### config.mk
export PLATFORM = sky130hd
export DESIGN_NAME = fbpa_ram
export DESIGN_NICKNAME = d
export VERILOG_FILES = /design/src/hw/rtl/fbpa_ram.sv
export SDC_FILE = /design/constraint.sdc
export NUM_CORES = 2
export LEC_CHECK = 0
export ABC_CLOCK_PERIOD_IN_PS = 4300
export BUFFER_PORTS_ARGS = -buffer_cell sky130_fd_sc_hd__buf_2
export CORE_ASPECT_RATIO = 0.7
export CORE_MARGIN = 3
export CORE_UTILIZATION = 55
export DETAILED_ROUTE_END_ITERATION = 6
export GPL_ROUTABILITY_DRIVEN = 1
export GPL_TIMING_DRIVEN = 0
export HOLD_SLACK_MARGIN = 0.1
export PLACE_DENSITY_LB_ADDON = 0.1
export SETUP_SLACK_MARGIN = 0.15
export SKIP_LAST_GASP = 1
export SYNTH_ARGS = -nofsm -noshare
export SYNTH_HDL_FRONTEND = slang
export SYNTH_SLANG_ARGS = --single-unit
export TNS_END_PERCENT = 10
### constraint.sdc
create_clock -name clk_i -period 4.3 [get_ports clk_i]
set_input_delay 0.86 -clock clk_i [delete_from_list [all_inputs] [get_ports clk_i]]
set_output_delay 0.86 -clock clk_i [all_outputs]
set_load 0.01 [all_outputs]
### src/hw/rtl/fbpa_ram.sv
module fbpa_ram #(
  parameter int unsigned WIDTH = 9,
  parameter int unsigned DEPTH = 256
) (
  input  logic                     clk_i,
  input  logic                     we_i,
  input  logic [$clog2(DEPTH)-1:0] waddr_i,
  input  logic [WIDTH-1:0]         wdata_i,
  input  logic [$clog2(DEPTH)-1:0] raddr_i,
  output logic [WIDTH-1:0]         rdata_o
);

  logic [WIDTH-1:0] mem_q [DEPTH];
  logic [WIDTH-1:0] rdata_q;

  // Single write port and a registered read port; no reset on contents.
  always_ff @(posedge clk_i) begin
    if (we_i) begin
      mem_q[waddr_i] <= wdata_i;
    end
    rdata_q <= mem_q[raddr_i];
  end

  assign rdata_o = rdata_q;

endmodule

Word-level counts from Yosys, hierarchy flattened:

Memory sizes are Yosys's and may differ from the RTL's. A register that Yosys moved wholly into a read port is not among the register bits.
Cells that the tools add are included.

* register bits after elaboration: 0
* bits in writable memories: 2304
* output and inout port bits: 9
* word-level logic and storage cells: 3
* memories kept: 1

Memory list
* mem_q: words 256, bits a word 9, read ports 1, clocked after memory_dff 1, wr ports 1, RTL line 13 `logic [WIDTH-1:0] mem_q [DEPTH];`

* muxes and demuxes: 2

Operators with widths (count)
* $mux 1: 2

Depth between registers and ports, before layout:

* word-level depth: 2
* depth in mapped cells: 11
* mapped depth without buffers: 6

Least setup slack after synthesis:

Ideal clock, no wire load.

* path type: input to register
* start point: in waddr_i[3]
* end point: mem mem_q[235][0], enable pin
* library setup time: 0.374 ns
* arrival: 2.347 ns
* required time: 3.926 ns
* setup slack: 1.579 ns
* cell stages on the path: 6
* buffers on the path: 3
* cells stage by stage: clkbuf_1 nor2b_1 clkbuf_1 nand4_1 clkbuf_1 nor2_1

RTL lines
* start, declared: RTL line 7 `input logic [$clog2(DEPTH)-1:0] waddr_i,`
* end, declared: RTL line 13

No word-level cell before the write port.

==> flow_summary_export.csv <==
group,metric,value,unit
critical_path,crit_path_end_kind,"register",
global_route,antenna_found_initial,30,
clock_tree,numCtsBuffers,209,
sta,layout_setup_ws,-0.395,ns
placement,routabilityCongestion,1.01,
global_route,grt_max_degree,157,
yosys,synth_area,89300,um^2
yosys,yosysWarnings,0,
yosys,ys_seq_area_frac,0.777,
critical_path,crit_slowest_cell,"buf_1",
global_route,grt_pass1_vias,44884,
run_status,status,"finished, violations left",
sta,finalHoldViolCount,0,
global_route,track_usage,0.354,
critical_path,r2r_setup_slack,0.58,ns
die,chipWidth,488,um
yosys,synth_area_per_cell,21.1,um^2
sta,maxSlewHeadroom,0.0176,
die,initial_utilization,0.555,
drt,wire_per_inst,43.3,um
critical_path,crit_arrival,5.39,ns
critical_path,crit_required,4.99,ns
placement,place.detailed.hpwl,196,mm
global_route,grt_pass1_wl,393,mm
yosys,ys_types,57,
yosys,synth-edff-count,2304,
yosys,yosys_register_bits,2313,
clock_tree,cts_max_level,4,
placement,place_inst,6401,
clock_tree,cts_tree,"yes",
drt,num_vias,48832,
layout,layout-drive-gt1-share,0.216,
layout,layout_common_cells,"edfxtp_1, mux4_2, nor2_1",
hold_path,hold_class,"input pin to register",
layout,fin_nets,4516,
layout,fin_cells,6799,
placement,dpl_worst_slack,-1.73,ns
sta,rsz0062_at_grt,"yes",
die,core_area,161000,um^2
clock_tree,cts_sinks,2313,
die,ios,36,
critical_path,crit_type,"input pin to register",
critical_path,cp-start-kind,"input pin",
layout,final_core_util,0.618,
die,die_area,167000,um^2
layout,syn2layout_area_growth,11.4,%
critical_path,crit_fanout,10,
power,p_per_area,466,nW/um^2
yosys,synth_top_flop_cell,"edfxtp_1",
critical_path,r2r_end,"rdata_o[4]$_DFF_P_",
critical_path,r2r_cells,6,
critical_path,reg2reg_from,"mem_q[112][4]$_DFFE_PP_",
clock_tree,cts_max_path_buffers,3,
sta,clock.fmax,213,MHz
critical_path,cp_top_family,"buffers and inverters",
flow_run,timing.max_cap.violations,0,
sta,setup_viol,8,
sta,setup_tns,-2.01,ns
critical_path,critical-path-max-stage-delay,0.99,ns
critical_path,path_buf_inv,3,
layout,layout_commonest_cell,"edfxtp_1",
critical_path,crit_chain,"buf_2 -> buf_2 -> buf_1 -> mux4_2 -> a22oi_1 -> a21oi_1 -> nor4_1 -> nor4_1",
drt,ant_nets,0,
die,rows,123,
critical_path,crit_path_start,"raddr_i[1]",
drt,first_pass_iters,7,
run_status,violations,"design-rule violations, negative setup slack",
clock_tree,insertion_delay,0.87,ns
sta,timing.final.crit_share,1.09,
critical_path,cp-endpoint,"rdata_o[1]$_DFF_P_",
power,p_leak,30.7,nW
drt,via_per_inst,7.18,
drt,routed_wl,294,mm
die,die_height,343,um
critical_path,cp_num_cells,8,
yosys,synth_nets,4264,
clock_tree,cts_root_buffer,"clkbuf_16",
clock_tree,cts.clk_slew.worst_paths,0.07,ns
drt,drc_errors,11,
sta,worstMarginPinSlew,1.47,ns
yosys,syn-instance-count,4237,
global_route,grt-ovfl-total,0,
power,ir_drop,0.403,mV
clock_tree,ctsHoldBuffers,0,
drt,drt_iter0_markers,9405,
sta,slew_viol_final,0,
sta,period_needed,4.69,ns
placement,io_buffers,27,
sta,finClkSkew,0.0299,ns
yosys,async_flop_share,0,
[synthesized netlist by cell type, types with 31 or more instances]
library cell / instances / area share
edfxtp_1: 2304 / 0.77
mux4_2: 467 / 0.12
nor2_1: 305 / 0.013
mux2i_1: 177 / 0.020
a22oi_1: 174 / 0.015
clkbuf_1: 120 / 0.0050
a21oi_1: 98 / 0.0055
o22ai_1: 65 / 0.0046
buf_2: 54 / 0.0030
nand2_1: 40 / 0.0017
o221ai_1: 35 / 0.0034
nand3_1: 31 / 0.0017
o21ai_0: 31 / 0.0017
[logic make-up after synthesis]
| logic type | share of synthesized area |
|---|---|
| and+or+nand+nor | 0.0250 |
| muxes | 0.143 |
| AOI/OAI and AO/OA | 0.0375 |
| DFF | 0.777 |
| buffers and inverters | 0.0175 |
[area by class of cell]
type | count | area (um^2)
Inverter | 2 | 7.51
Timing Repair Buffer | 41 | 583
Fill cell | 11157 | 61500
Sequential cell | 2313 | 69400
Antenna cell | 17 | 42.5
Clock inverter | 117 | 1110
Clock buffer | 262 | 5520
Tap cell | 2125 | 2660
Buffer | 259 | 1610
Multi-Input combinational cell | 1663 | 18500
[metrics by stage]
step	total power, W	area [um^2]	hold slack (ns)
2_1_floorplan	0.0265	89300	0.763
3_3_place_gp	0.0281	92100	1.23
3_5_place_dp	0.0281	92500	1.24
4_1_cts	0.0462	99300	0.384
5_1_grt	0.0472	99400	0.406
6_report	0.0464	99400	0.407
[worst min path at each step]
stage	start	to	slack (ns)	cells after the start
2_1_floorplan	mem_q[192][4]$_DFFE_PP_	rdata_o[4]$_DFF_P_	0.76	6
3_3_place_gp	mem_q[6][7]$_DFFE_PP_	rdata_o[7]$_DFF_P_	1.23	6
3_5_place_dp	mem_q[7][7]$_DFFE_PP_	rdata_o[7]$_DFF_P_	1.24	6
4_1_cts	wdata_i[3]	mem_q[91][3]$_DFFE_PP_	0.38	1
5_1_grt	wdata_i[3]	mem_q[91][3]$_DFFE_PP_	0.41	1
6_report	wdata_i[3]	mem_q[91][3]$_DFFE_PP_	0.41	1
[repair_timing]
action                                  in CTS  in global routing
buffers inserted                             2                  0
endpoints found under the setup margin       9                  9
resized for setup                           26                 18
cloned                                       0                  0
[where the power goes]
| part | internal, W | leakage [nW] | switching (W) |
|---|---|---|---|
| Sequential | 0.0249 | 20.8 | 0.0000145 |
| Clock | 0.0102 | 3.24 | 0.00840 |
| Combinational | 0.000788 | 6.72 | 0.00210 |
[metal layers]
metal,GRT usage,share of wire,vias up
li1,-,-,18331
met1,0.516,0.38,25776
met2,0.454,0.40,4143
met3,0.179,0.17,565
met4,0.130,0.040,17
met5,0.00796,0.00083,-
[state kept, by name, summed over array words and instances, names as in the netlist]
name     cells
rdata_o      9
mem_q     2304
(Power assumes the default switching activity.)
